<file path="src/rtl/core/vpt_pkg.sv">
// shared types and constants for the vblank pacing timer
// no dependencies
package vpt_pkg;

    localparam int unsigned WORD_W    = 64;
    localparam int unsigned HALF_W    = 32;
    localparam int unsigned CFG_IDX_W = 8;

    typedef logic [WORD_W-1:0]    t_word;
    typedef logic [HALF_W-1:0]    t_half;
    typedef logic [CFG_IDX_W-1:0] t_cfg_idx;

    localparam t_cfg_idx CFG_NUMERATOR   = 8'd0;
    localparam t_cfg_idx CFG_DENOMINATOR = 8'd1;

    localparam t_half NS_PER_SECOND     = 32'd1000000000;
    localparam t_word DEFAULT_PERIOD_NS = 64'd16666666;

endpackage

</file>
<file path="src/rtl/core/vpt_channels.sv">
// valid/ready channel interfaces for the vblank pacing timer
// depends on vpt_pkg
interface vpt_req_if;
    logic          valid;
    logic          ready;
    vpt_pkg::t_word now_time;
    modport source (output valid, output now_time, input ready);
    modport sink   (input valid, input now_time, output ready);
endinterface

interface vpt_wake_if;
    logic          valid;
    logic          ready;
    vpt_pkg::t_word wake_time;
    logic          paced;
    modport source (output valid, output wake_time, output paced, input ready);
    modport sink   (input valid, input wake_time, input paced, output ready);
endinterface

interface vpt_cfg_if;
    logic             valid;
    logic             ready;
    vpt_pkg::t_cfg_idx index;
    vpt_pkg::t_half    data;
    modport source (output valid, output index, output data, input ready);
    modport sink   (input valid, input index, input data, output ready);
endinterface

</file>
<file path="src/rtl/core/vblank_pacing_timer_core.sv">
// vblank pacing timer: next frame boundary from a phase anchor and refresh rate
// depends on vpt_pkg and the channel interfaces in vpt_channels.sv
// states per request with both rate registers set: S_PMUL, S_DIV, S_ANCH, S_DIV again,
//   S_MUL0 to S_MUL2, S_DONE; 60 Hz default starts at S_ANCH, zero period jumps to S_DONE
// a new request is taken only in S_IDLE; S_DONE waits until the output register is free
// reset (synchronous, active low): rates zero, anchor cleared, no result pending
module vblank_pacing_timer_core (
    input  logic              i_clk,
    input  logic              i_rst_n,
    vpt_req_if.sink           i_req,
    vpt_wake_if.source        o_wake,
    vpt_cfg_if.sink           i_cfg
);

    localparam logic [2:0] S_IDLE = 3'd0;
    localparam logic [2:0] S_PMUL = 3'd1;
    localparam logic [2:0] S_DIV  = 3'd2;
    localparam logic [2:0] S_ANCH = 3'd3;
    localparam logic [2:0] S_MUL0 = 3'd4;
    localparam logic [2:0] S_MUL1 = 3'd5;
    localparam logic [2:0] S_MUL2 = 3'd6;
    localparam logic [2:0] S_DONE = 3'd7;

    localparam int unsigned CNT_W = $clog2(vpt_pkg::WORD_W);
    localparam logic [CNT_W-1:0] CNT_LAST = CNT_W'(vpt_pkg::WORD_W - 1);

    logic [2:0]       r_state, n_state;
    vpt_pkg::t_half   r_num, r_den;
    vpt_pkg::t_word   r_anchor, n_anchor;
    vpt_pkg::t_word   r_now;
    vpt_pkg::t_word   r_period, n_period;
    vpt_pkg::t_word   r_base, n_base;
    vpt_pkg::t_word   r_mula, n_mula;
    vpt_pkg::t_word   r_acc, n_acc;
    vpt_pkg::t_word   r_dvd, n_dvd;
    vpt_pkg::t_word   r_rem, n_rem;
    vpt_pkg::t_word   r_dvs, n_dvs;
    logic [CNT_W-1:0] r_cnt, n_cnt;
    logic             r_pass, n_pass;
    logic             r_paced, n_paced;
    logic             r_out_valid, n_out_valid;
    vpt_pkg::t_word   r_out_wake, n_out_wake;
    logic             r_out_paced, n_out_paced;

    logic                    req_fire;
    logic                    out_free;
    logic [vpt_pkg::WORD_W:0] div_sh;
    logic [vpt_pkg::WORD_W:0] div_diff;
    logic                    div_ge;
    vpt_pkg::t_half          mul_a, mul_b;
    vpt_pkg::t_word          mul_p;
    vpt_pkg::t_word          anch_sel;
    vpt_pkg::t_word          boundary;

    assign i_req.ready     = (r_state == S_IDLE);
    assign i_cfg.ready     = 1'b1;
    assign o_wake.valid    = r_out_valid;
    assign o_wake.wake_time = r_out_wake;
    assign o_wake.paced    = r_out_paced;

    assign req_fire = i_req.valid && i_req.ready;
    assign out_free = !r_out_valid || o_wake.ready;

    // shared restoring divider step
    assign div_sh   = {r_rem, r_dvd[vpt_pkg::WORD_W-1]};
    assign div_diff = div_sh - {1'b0, r_dvs};
    assign div_ge   = (div_sh >= {1'b0, r_dvs});

    // shared 32x32 multiplier
    always_comb begin
        case (r_state)
            S_PMUL: begin
                mul_a = vpt_pkg::NS_PER_SECOND;
                mul_b = r_den;
            end
            S_MUL1: begin
                mul_a = r_mula[vpt_pkg::HALF_W-1:0];
                mul_b = r_period[vpt_pkg::WORD_W-1:vpt_pkg::HALF_W];
            end
            S_MUL2: begin
                mul_a = r_mula[vpt_pkg::WORD_W-1:vpt_pkg::HALF_W];
                mul_b = r_period[vpt_pkg::HALF_W-1:0];
            end
            default: begin
                mul_a = r_mula[vpt_pkg::HALF_W-1:0];
                mul_b = r_period[vpt_pkg::HALF_W-1:0];
            end
        endcase
    end
    assign mul_p = vpt_pkg::WORD_W'(mul_a) * vpt_pkg::WORD_W'(mul_b);

    // unanchored: start from now, or 1 when now is zero
    assign anch_sel = (r_anchor != '0) ? r_anchor :
                      ((r_now != '0) ? r_now : vpt_pkg::WORD_W'(1));
    assign boundary = r_base + r_acc;

    always_comb begin
        n_state     = r_state;
        n_anchor    = r_anchor;
        n_period    = r_period;
        n_base      = r_base;
        n_mula      = r_mula;
        n_acc       = r_acc;
        n_dvd       = r_dvd;
        n_rem       = r_rem;
        n_dvs       = r_dvs;
        n_cnt       = r_cnt;
        n_pass      = r_pass;
        n_paced     = r_paced;
        n_out_valid = r_out_valid;
        n_out_wake  = r_out_wake;
        n_out_paced = r_out_paced;

        if (r_out_valid && o_wake.ready) begin
            n_out_valid = 1'b0;
        end

        case (r_state)
            S_IDLE: begin
                if (req_fire) begin
                    if (r_num == '0 || r_den == '0) begin
                        n_period = vpt_pkg::DEFAULT_PERIOD_NS;
                        n_state  = S_ANCH;
                    end else begin
                        n_state  = S_PMUL;
                    end
                end
            end
            S_PMUL: begin
                n_dvd   = mul_p;
                n_rem   = '0;
                n_dvs   = vpt_pkg::WORD_W'(r_num);
                n_cnt   = '0;
                n_pass  = 1'b0;
                n_state = S_DIV;
            end
            S_DIV: begin
                n_rem = div_ge ? div_diff[vpt_pkg::WORD_W-1:0]
                               : div_sh[vpt_pkg::WORD_W-1:0];
                n_dvd = {r_dvd[vpt_pkg::WORD_W-2:0], div_ge};
                n_cnt = r_cnt + CNT_W'(1);
                if (r_cnt == CNT_LAST) begin
                    if (!r_pass) begin
                        n_period = n_dvd;
                        n_state  = S_ANCH;
                    end else begin
                        n_mula   = n_dvd + vpt_pkg::WORD_W'(1);
                        n_state  = S_MUL0;
                    end
                end
            end
            S_ANCH: begin
                if (r_period == '0) begin
                    n_paced = 1'b0;
                    n_state = S_DONE;
                end else begin
                    n_paced = 1'b1;
                    n_base  = anch_sel;
                    n_dvd   = (r_now > anch_sel) ? (r_now - anch_sel) : '0;
                    n_rem   = '0;
                    n_dvs   = r_period;
                    n_cnt   = '0;
                    n_pass  = 1'b1;
                    n_state = S_DIV;
                end
            end
            S_MUL0: begin
                n_acc   = mul_p;
                n_state = S_MUL1;
            end
            // cross terms only touch the upper half of the wrapped product
            S_MUL1: begin
                n_acc   = r_acc + {mul_p[vpt_pkg::HALF_W-1:0], vpt_pkg::HALF_W'(0)};
                n_state = S_MUL2;
            end
            S_MUL2: begin
                n_acc   = r_acc + {mul_p[vpt_pkg::HALF_W-1:0], vpt_pkg::HALF_W'(0)};
                n_state = S_DONE;
            end
            S_DONE: begin
                if (out_free) begin
                    n_out_valid = 1'b1;
                    n_out_paced = r_paced;
                    n_out_wake  = r_paced ? boundary : r_now;
                    if (r_paced) begin
                        n_anchor = boundary;
                    end
                    n_state = S_IDLE;
                end
            end
            default: begin
                n_state = S_IDLE;
            end
        endcase
    end

    always_ff @(posedge i_clk) begin
        if (!i_rst_n) begin
            r_state     <= S_IDLE;
            r_num       <= '0;
            r_den       <= '0;
            r_anchor    <= '0;
            r_out_valid <= 1'b0;
        end else begin
            r_state     <= n_state;
            r_anchor    <= n_anchor;
            r_out_valid <= n_out_valid;
            if (i_cfg.valid && i_cfg.ready) begin
                case (i_cfg.index)
                    vpt_pkg::CFG_NUMERATOR:   r_num <= i_cfg.data;
                    vpt_pkg::CFG_DENOMINATOR: r_den <= i_cfg.data;
                    default: ;
                endcase
            end
        end
    end

    always_ff @(posedge i_clk) begin
        if (req_fire) begin
            r_now <= i_req.now_time;
        end
        r_period    <= n_period;
        r_base      <= n_base;
        r_mula      <= n_mula;
        r_acc       <= n_acc;
        r_dvd       <= n_dvd;
        r_rem       <= n_rem;
        r_dvs       <= n_dvs;
        r_cnt       <= n_cnt;
        r_pass      <= n_pass;
        r_paced     <= n_paced;
        r_out_wake  <= n_out_wake;
        r_out_paced <= n_out_paced;
    end

endmodule

</file>
<file path="src/flat_wrapper.sv">
// flat-port wrapper written by rule: the top's interface ports become plain ports
module vblank_pacing_timer_core_flat 
  (i_clk, i_rst_n, i_req_valid, i_req_now_time, i_req_ready, o_wake_valid, o_wake_wake_time, o_wake_paced, o_wake_ready, i_cfg_valid, i_cfg_index, i_cfg_data, i_cfg_ready);
  vpt_req_if i_req_i ();
  vpt_wake_if o_wake_i ();
  vpt_cfg_if i_cfg_i ();
  input  logic i_clk;
  input  logic i_rst_n;
  input wire logic [$bits(i_req_i.valid)-1:0] i_req_valid;
  input wire logic [$bits(i_req_i.now_time)-1:0] i_req_now_time;
  output wire logic [$bits(i_req_i.ready)-1:0] i_req_ready;
  output wire logic [$bits(o_wake_i.valid)-1:0] o_wake_valid;
  output wire logic [$bits(o_wake_i.wake_time)-1:0] o_wake_wake_time;
  output wire logic [$bits(o_wake_i.paced)-1:0] o_wake_paced;
  input wire logic [$bits(o_wake_i.ready)-1:0] o_wake_ready;
  input wire logic [$bits(i_cfg_i.valid)-1:0] i_cfg_valid;
  input wire logic [$bits(i_cfg_i.index)-1:0] i_cfg_index;
  input wire logic [$bits(i_cfg_i.data)-1:0] i_cfg_data;
  output wire logic [$bits(i_cfg_i.ready)-1:0] i_cfg_ready;
  assign i_req_i.valid = i_req_valid;
  assign i_req_i.now_time = i_req_now_time;
  assign i_req_ready = i_req_i.ready;
  assign o_wake_valid = o_wake_i.valid;
  assign o_wake_wake_time = o_wake_i.wake_time;
  assign o_wake_paced = o_wake_i.paced;
  assign o_wake_i.ready = o_wake_ready;
  assign i_cfg_i.valid = i_cfg_valid;
  assign i_cfg_i.index = i_cfg_index;
  assign i_cfg_i.data = i_cfg_data;
  assign i_cfg_ready = i_cfg_i.ready;
  vblank_pacing_timer_core u_core (.i_clk(i_clk), .i_rst_n(i_rst_n), .i_req(i_req_i), .o_wake(o_wake_i), .i_cfg(i_cfg_i));
endmodule
</file>
<file path="config.mk">
export PLATFORM = sky130hd
export DESIGN_NAME = vblank_pacing_timer_core_flat
export DESIGN_NICKNAME = d
export VERILOG_FILES = /design/src/rtl/core/vpt_pkg.sv /design/src/rtl/core/vpt_channels.sv /design/src/rtl/core/vblank_pacing_timer_core.sv /design/src/flat_wrapper.sv
export SDC_FILE = /design/constraint.sdc
export NUM_CORES = 2
export LEC_CHECK = 0
export BUFFER_PORTS_ARGS = -buffer_cell sky130_fd_sc_hd__buf_2
export CAP_MARGIN = 20
export CORE_MARGIN = 10
export CORE_UTILIZATION = 53
export CTS_BUF_LIST = sky130_fd_sc_hd__clkbuf_8
export CTS_CLUSTER_DIAMETER = 120
export CTS_CLUSTER_SIZE = 24
export DETAILED_ROUTE_END_ITERATION = 10
export PLACE_DENSITY_LB_ADDON = 0.15
export SETUP_SLACK_MARGIN = 0.15
export SYNTH_ARGS = -nofsm -noshare
export SYNTH_HDL_FRONTEND = slang
export SYNTH_SLANG_ARGS = --single-unit
</file>
<file path="constraint.sdc">
create_clock -name i_clk -period 18.4 [get_ports i_clk]
set_clock_uncertainty 0.15 [all_clocks]
set_input_delay 2.76 -clock i_clk [delete_from_list [all_inputs] [get_ports i_clk]]
set_output_delay 2.76 -clock i_clk [all_outputs]
set_load 0.005 [all_outputs]
</file>
**After elaboration in Yosys (flattened, before gate mapping)**

Cells that the tools add are included.

- Add/subtract/negate cells: 6
- $mul: 1
- $lt $le $gt $ge: 2
- Equal/unequal tests: 15
- Multiplexer cells: 34
- Bitwise operators: 1
- Reductions and logical operators: 27

Operators by type and width:

| kind | count |
|---|---|
| two-way mux 64 bit | 12 |
| case mux 64 bit (2 select lines) | 3 |
| case mux 64 bit (3 select lines) | 2 |
| adder 64 bit | 2 |
| case mux 32 bit (2 select lines) | 2 |
| nonzero test 64 bit | 2 |
| subtractor 64 bit | 2 |
| >= comparator 65 x 64 -> 1 bit | 1 |
| adder 64 x 1 -> 64 bit, second input constant | 1 |
| greater-than comparator 64 bit | 1 |
| logical NOT 32 bit | 2 |
| logical NOT 64 bit | 1 |
| multiplier 32 x 32 -> 64 bit | 1 |
| case mux 3 bit (8 select lines) | 1 |
| case mux 6 bit (3 select lines) | 1 |
| two-way mux 3 bit | 5 |
| equality test 3 bit, second input constant | 4 |
| AND reduction 2 bit | 6 |
| AND reduction 3 bit | 3 |
| equality test 8 x 1 -> 1 bit, second input constant | 1 |
| logical NOT 8 bit | 1 |
| != test 2 bit, second input constant | 4 |
| adder 6 x 1 -> 6 bit, second input constant | 1 |
| equality test 3 x 2 -> 1 bit, second input constant | 2 |
| other kinds (16) | 25 |

- Bits in registers: 717
- Input bits: 109
- Output and inout port bits: 68
- Word-level logic and storage cells: 104

**Longest topological paths before layout**

- Depth after elaboration: 7
- Gate-level depth with buffers: 44
- Mapped depth without buffers: 40

**Worst setup path before layout**

No wires, ideal clock.

- Path type: register -> register
- From: register u_core.r_state[1]
- To: register u_core.r_acc[57], data pin
- Setup time: 0.260 ns
- Data arrival time: 9.728 ns
- Required time: 17.990 ns
- Slack: 8.262 ns
- Stages on the path, launching flop included: 44
- Path buffers: 4
- Clock period less this slack: 10.138 ns
- Path through: dfxtp_1 -> clkbuf_1 -> nor2b_1 -> and2_1 -> nor2_1 -> clkbuf_1 -> clkbuf_1 -> a22oi_1 -> clkbuf_1 -> nor2_1 -> fa_1 -> inv_1 -> fa_1 -> fa_1 -> inv_1 -> fa_1 -> ha_1 -> ha_1 -> [8 not listed] -> a21o_1 -> a21oi_1 -> o21ai_0 -> a21oi_1 -> xnor2_1 -> inv_1 -> ha_1 -> nand4_1 -> inv_1 -> a221oi_1 -> a21oi_1 -> a211oi_1 -> o21ai_1 -> a21o_1 -> a21oi_1 -> o21bai_1 -> xor2_1 -> mux2_2

- Longest elaborated chain between the ends: 5
- Elaborated cells between the ends (all ways): 10
- Those cells by class: add/sub (1); mul (1); eq/ne (4); mux (3); reduce/logical (1)

RTL lines:

| element | line | RTL |
|---|---|---|
| start, declared | vblank_pacing_timer_core.sv:27 | `logic [2:0] r_state, n_state;` |
| start signal, assigned | vblank_pacing_timer_core.sv:205 | `r_state <= n_state;` |
| equality test 3 bit or equality test 3 x 1 -> 1 bit (tied branches) | vblank_pacing_timer_core.sv:71, vblank_pacing_timer_core.sv:118 |  |
| case mux 32 bit (2 select lines) | vblank_pacing_timer_core.sv:71 | `case (r_state)` |
| multiplier 32 x 32 -> 64 bit | vblank_pacing_timer_core.sv:90 | `assign mul_p = vpt_pkg::WORD_W'(mul_a) * vpt_pkg::WORD_W'(mul_b);` |
| adder 64 bit | vblank_pacing_timer_core.sv:173, vblank_pacing_timer_core.sv:177 |  |
| case mux 64 bit (2 select lines) (*) | vblank_pacing_timer_core.sv:118 | `case (r_state)` |
| named net u_core.n_acc[57] | vblank_pacing_timer_core.sv:34 | `vpt_pkg::t_word r_acc, n_acc;` |
| end signal, assigned | vblank_pacing_timer_core.sv:225 | `r_acc <= n_acc;` |
| end, declared | vblank_pacing_timer_core.sv:34 |  |

The timed path passes the listed nets; every way through them passes the cells marked *.
A chain may end at the register's enable or synchronous reset.

**Final worst setup path**

- From: register u_core.r_state[1]
- To: register u_core.r_acc[63], data pin

Same word-level chain as after synthesis.

==> metrics.txt <==
# TYPE chip_impl_metric gauge
chip_impl_info{name="status",value="completed"} 1
chip_impl_info{name="worstSetupPathType",value="register to register"} 1
chip_impl_metric{name="synth_compound_area_share",unit="%"} 12.5
chip_impl_metric{name="vias",unit=""} 60000
chip_impl_metric{name="ctsLongestPathBuffers",unit=""} 3
chip_impl_metric{name="clkSlewWorstSetupHoldPaths",unit="ps"} 150
chip_impl_metric{name="yosys_warnings",unit=""} 0
chip_impl_metric{name="syn-instance-count",unit=""} 8069
chip_impl_metric{name="gpl.final_weighted_congestion",unit=""} 1.00
chip_impl_metric{name="holdPathStages",unit=""} 2
chip_impl_metric{name="slew_headroom",unit="%"} 12.7
chip_impl_info{name="ys_top_cells_by_count",value="nand2_1, inv_1, fa_1, edfxtp_1, nor2_1"} 1
chip_impl_info{name="synth_top_family_by_area",value="adder cells"} 1
chip_impl_info{name="timing.critical_path.mode_cell",value="fa_1"} 1
chip_impl_metric{name="postCtsHoldBufs",unit=""} 0
chip_impl_metric{name="drt_pre_antenna_iters",unit=""} 6
chip_impl_info{name="cts-root-buf",value="clkbuf_8"} 1
chip_impl_metric{name="numCtsBuffers",unit=""} 38
chip_impl_info{name="worstHoldStart",value="u_core.r_num[13]$_SDFFE_PN0P_"} 1
chip_impl_metric{name="synth_enable_flop_cells",unit=""} 585
chip_impl_metric{name="syn-num-nets",unit=""} 9567
chip_impl_metric{name="synth_simple_gate_area_share",unit="%"} 15.0
chip_impl_info{name="critical_path.reg2reg.startpoint",value="u_core.r_state[1]$_SDFFE_PN0P_"} 1
chip_impl_metric{name="clock_tree.htree_level_count",unit=""} 2
chip_impl_metric{name="clock_sink_count",unit=""} 717
chip_impl_info{name="cp-start-kind",value="register"} 1
chip_impl_metric{name="slowest_delay",unit="ps"} 920
chip_impl_metric{name="critical_path_required",unit="ps"} 18810
chip_impl_metric{name="post-cts-setup-buffer-count",unit=""} 0
chip_impl_metric{name="grt-ovfl-total",unit=""} 0
chip_impl_info{name="post_synth_main_area_contributors",value="fa_1, edfxtp_1, ha_1"} 1
chip_impl_info{name="rsz0062_at_grt",value="false"} 1
chip_impl_metric{name="drt-total-wl",unit="um"} 260000
chip_impl_info{name="worst_setup_path_end_kind",value="register"} 1
chip_impl_metric{name="cap_viol_max_count",unit=""} 0
chip_impl_metric{name="tightestPinTransition",unit="ps"} 1310
chip_impl_metric{name="design.die.area",unit="sq um"} 157000
chip_impl_metric{name="max_clock_freq",unit="MHz"} 83.0
chip_impl_metric{name="setup_violations",unit=""} 0
chip_impl_metric{name="yosys.area_share.xor_xnor",unit="%"} 3.84
chip_impl_metric{name="die_w",unit="um"} 397
chip_impl_metric{name="synth.cell_area",unit="sq um"} 75300
chip_impl_metric{name="hold_slack",unit="ps"} 346
chip_impl_metric{name="post_synth_mux_area_share",unit="%"} 2.16
chip_impl_metric{name="maximum_number_of_pins_on_one_net_before_global_route_repair",unit=""} 100
chip_impl_metric{name="drc_errors",unit=""} 0
chip_impl_metric{name="slew_viol_final",unit=""} 0
chip_impl_metric{name="layout-area-overhead-vs-synth",unit="%"} 4.68
chip_impl_metric{name="period_minus_slack",unit="ps"} 12050
chip_impl_metric{name="avgSynthCellArea",unit="sq um"} 9.33
chip_impl_metric{name="fraction_of_the_yosys_area_taken_by_sequential_cells",unit="%"} 26.8
chip_impl_metric{name="yosys.cell_types.count",unit=""} 90
chip_impl_metric{name="final.setup.tns",unit="ps"} 0
chip_impl_metric{name="fp-row-count",unit=""} 138
chip_impl_metric{name="fp.dieH",unit="um"} 397
chip_impl_info{name="hold_path_end",value="u_core.r_num[13]$_SDFFE_PN0P_"} 1
chip_impl_metric{name="effective_utilization_at_floorplan",unit="%"} 53.3
chip_impl_info{name="hold_path_class",value="register to register"} 1
chip_impl_metric{name="final_antenna_net_count",unit=""} 0
chip_impl_info{name="ys.flop_type",value="edfxtp_1"} 1
chip_impl_metric{name="drt-wirelength-per-cell",unit="um"} 26.2
chip_impl_metric{name="detail_route.iter0.violations",unit=""} 5981
chip_impl_metric{name="setup.reg_to_reg.worst_slack",unit="ps"} 6350
chip_impl_metric{name="hpwl",unit="um"} 208000
chip_impl_info{name="post-synth-top-area-cell",value="fa_1"} 1
chip_impl_metric{name="crit_path_max_fanout",unit=""} 28
chip_impl_metric{name="port_buffers",unit=""} 175
chip_impl_metric{name="synth_top_area_share",unit="%"} 23.9
chip_impl_info{name="worstReg2RegEnd",value="u_core.r_acc[63]$_DFFE_PP_"} 1
chip_impl_metric{name="ys_ff_latch",unit=""} 717
chip_impl_metric{name="nNetsFinal",unit=""} 9472
chip_impl_metric{name="ios",unit=""} 177
chip_impl_metric{name="ratio_of_final_minimum_period_to_clock_period",unit="%"} 65.5
chip_impl_metric{name="worst-r2r-cell-count",unit=""} 30
chip_impl_metric{name="synth_fa_ha_area_share",unit="%"} 32.1
chip_impl_metric{name="core",unit="sq um"} 141000
chip_impl_info{name="yosys.cell_count.top_type",value="nand2_1"} 1
chip_impl_metric{name="number_of_antenna_violations_at_the_first_check_in_global_routing",unit=""} 7
chip_impl_metric{name="postCtsResizedCells",unit=""} 0
chip_impl_metric{name="finalHoldViolCount",unit=""} 0
chip_impl_metric{name="clock_insertion_delay_worst_skew",unit="ps"} 800
chip_impl_metric{name="first_pass_grt_wire_length",unit="um"} 390000
chip_impl_info{name="cpMaxStageDelayCell",value="xor2_1"} 1
chip_impl_metric{name="crit_arrival",unit="ps"} 12460
chip_impl_metric{name="detail_route.vias_per_cell",unit=""} 6.06
chip_impl_info{name="cts_tree",value="built"} 1
chip_impl_metric{name="final_layout_size_suffix_gt1_share",unit="%"} 6.72
chip_impl_metric{name="synthArstFlopShare",unit="%"} 0
chip_impl_metric{name="grt_pass1_vias",unit=""} 60800
chip_impl_metric{name="grt_use_total",unit="%"} 32.7
==> per-layer routing <==
metal	track usage [%]	share of wire (%)
met1	43.6	40
met2	51.4	45
met3	5.57	8.7
met4	16.2	6.2
met5	0	0.012
==> final cells by class <==
class	count	area [sq um]
Fill cell	12900	62500
Multi-Input combinational cell	5853	49700
Sequential cell	717	20200
Inverter	1075	4040
Tap cell	1890	2360
Timing Repair Buffer	289	1750
Clock buffer	38	523
Clock inverter	32	215
Antenna cell	3	7.51
==> cell usage in the layout, fill, tap and decap left out, types with 17 or more instances in the layout <==
cell and n:
nor4_1 80, and3_1 48, o21bai_1 65, xnor2_1 217, buf_2 174, nand4_1 109, mux2_2 98, o22ai_1 17
ha_1 489, nand2b_1 41, a31oi_1 37, or3_1 32, clkbuf_8 38, a21o_1 174, nand3_1 100, nor2_1 536
a211oi_1 43, a21oi_1 446, inv_1 1096, xor2_1 113, fa_1 900, nor3_1 54, a22o_1 22, o21a_1 53
o211ai_1 22, edfxtp_1 585, nand2_1 1238, nor2b_1 47, and2_1 153, mux2i_1 52, a21boi_0 105, dfxtp_1 131
buf_4 114, o21ai_0 228, a221o_1 31, o21ai_2 17, a22oi_1 19
==> stage by stage <==
stage          worst slack [ps]  util [%]  cells  instance area (sq um)
6_report                   6350      55.8   9897                  78800
5_1_grt                    5970      55.8   9895                  78800
4_1_cts                    6520      55.8   9894                  78800
3_5_place_dp               6520      55.3   9824                  78000
3_3_place_gp               6560      55.2   9822                  78000
2_1_floorplan              8260         -   8069                  75300
==> worst max path at each step <==
stage                                 endpoint  cells after the start                            from  slack [ps]
floorplan           u_core.r_acc[57]$_DFFE_PP_                     43  u_core.r_state[1]$_SDFFE_PN0P_        8260
global placement    u_core.r_acc[63]$_DFFE_PP_                     30  u_core.r_state[1]$_SDFFE_PN0P_        6560
detailed placement  u_core.r_acc[63]$_DFFE_PP_                     30  u_core.r_state[1]$_SDFFE_PN0P_        6520
CTS                 u_core.r_acc[63]$_DFFE_PP_                     30  u_core.r_state[1]$_SDFFE_PN0P_        6520
global route        u_core.r_acc[63]$_DFFE_PP_                     30  u_core.r_state[1]$_SDFFE_PN0P_        5970
finish              u_core.r_acc[63]$_DFFE_PP_                     30  u_core.r_state[1]$_SDFFE_PN0P_        6350
==> sequential cells by signal (all words and copies together) (netlist names), 3 cells and up <==
signal	cells
u_core.r_cnt	6
u_core.o_wake.wake_time	64
u_core.r_now	64
u_core.r_dvs	64
u_core.r_acc	64
u_core.r_num	32
u_core.r_period	64
u_core.r_mula	64
u_core.r_base	64
u_core.r_rem	64
u_core.r_anchor	64
u_core.r_dvd	64
u_core.r_den	32
u_core.r_state	3
==> cell families after synthesis <==
logic type	count (synthesis)
muxes	150
xor gates and xnor gates	330
AOI/OAI and AO/OA	1457
and+or+nand+nor	2526
other	1
buffers and inverters	1499
DFF	717
adders and majority gates	1389
==> critical path: cells and delay by family (launching register included) <==
family / cells / cell delay, ps
adders and majority gates: 10 / 5240
AOI/OAI and AO/OA: 7 / 2410
muxes: 1 / 100
DFF: 1 / 600
and+or+nand+nor: 4 / 1500
buffers and inverters: 5 / 580
xor gates and xnor gates: 3 / 1270
Power is left out: the tool's default activity adds up to more than one toggle a clock period on the data nets, which glitch-free logic cannot reach.
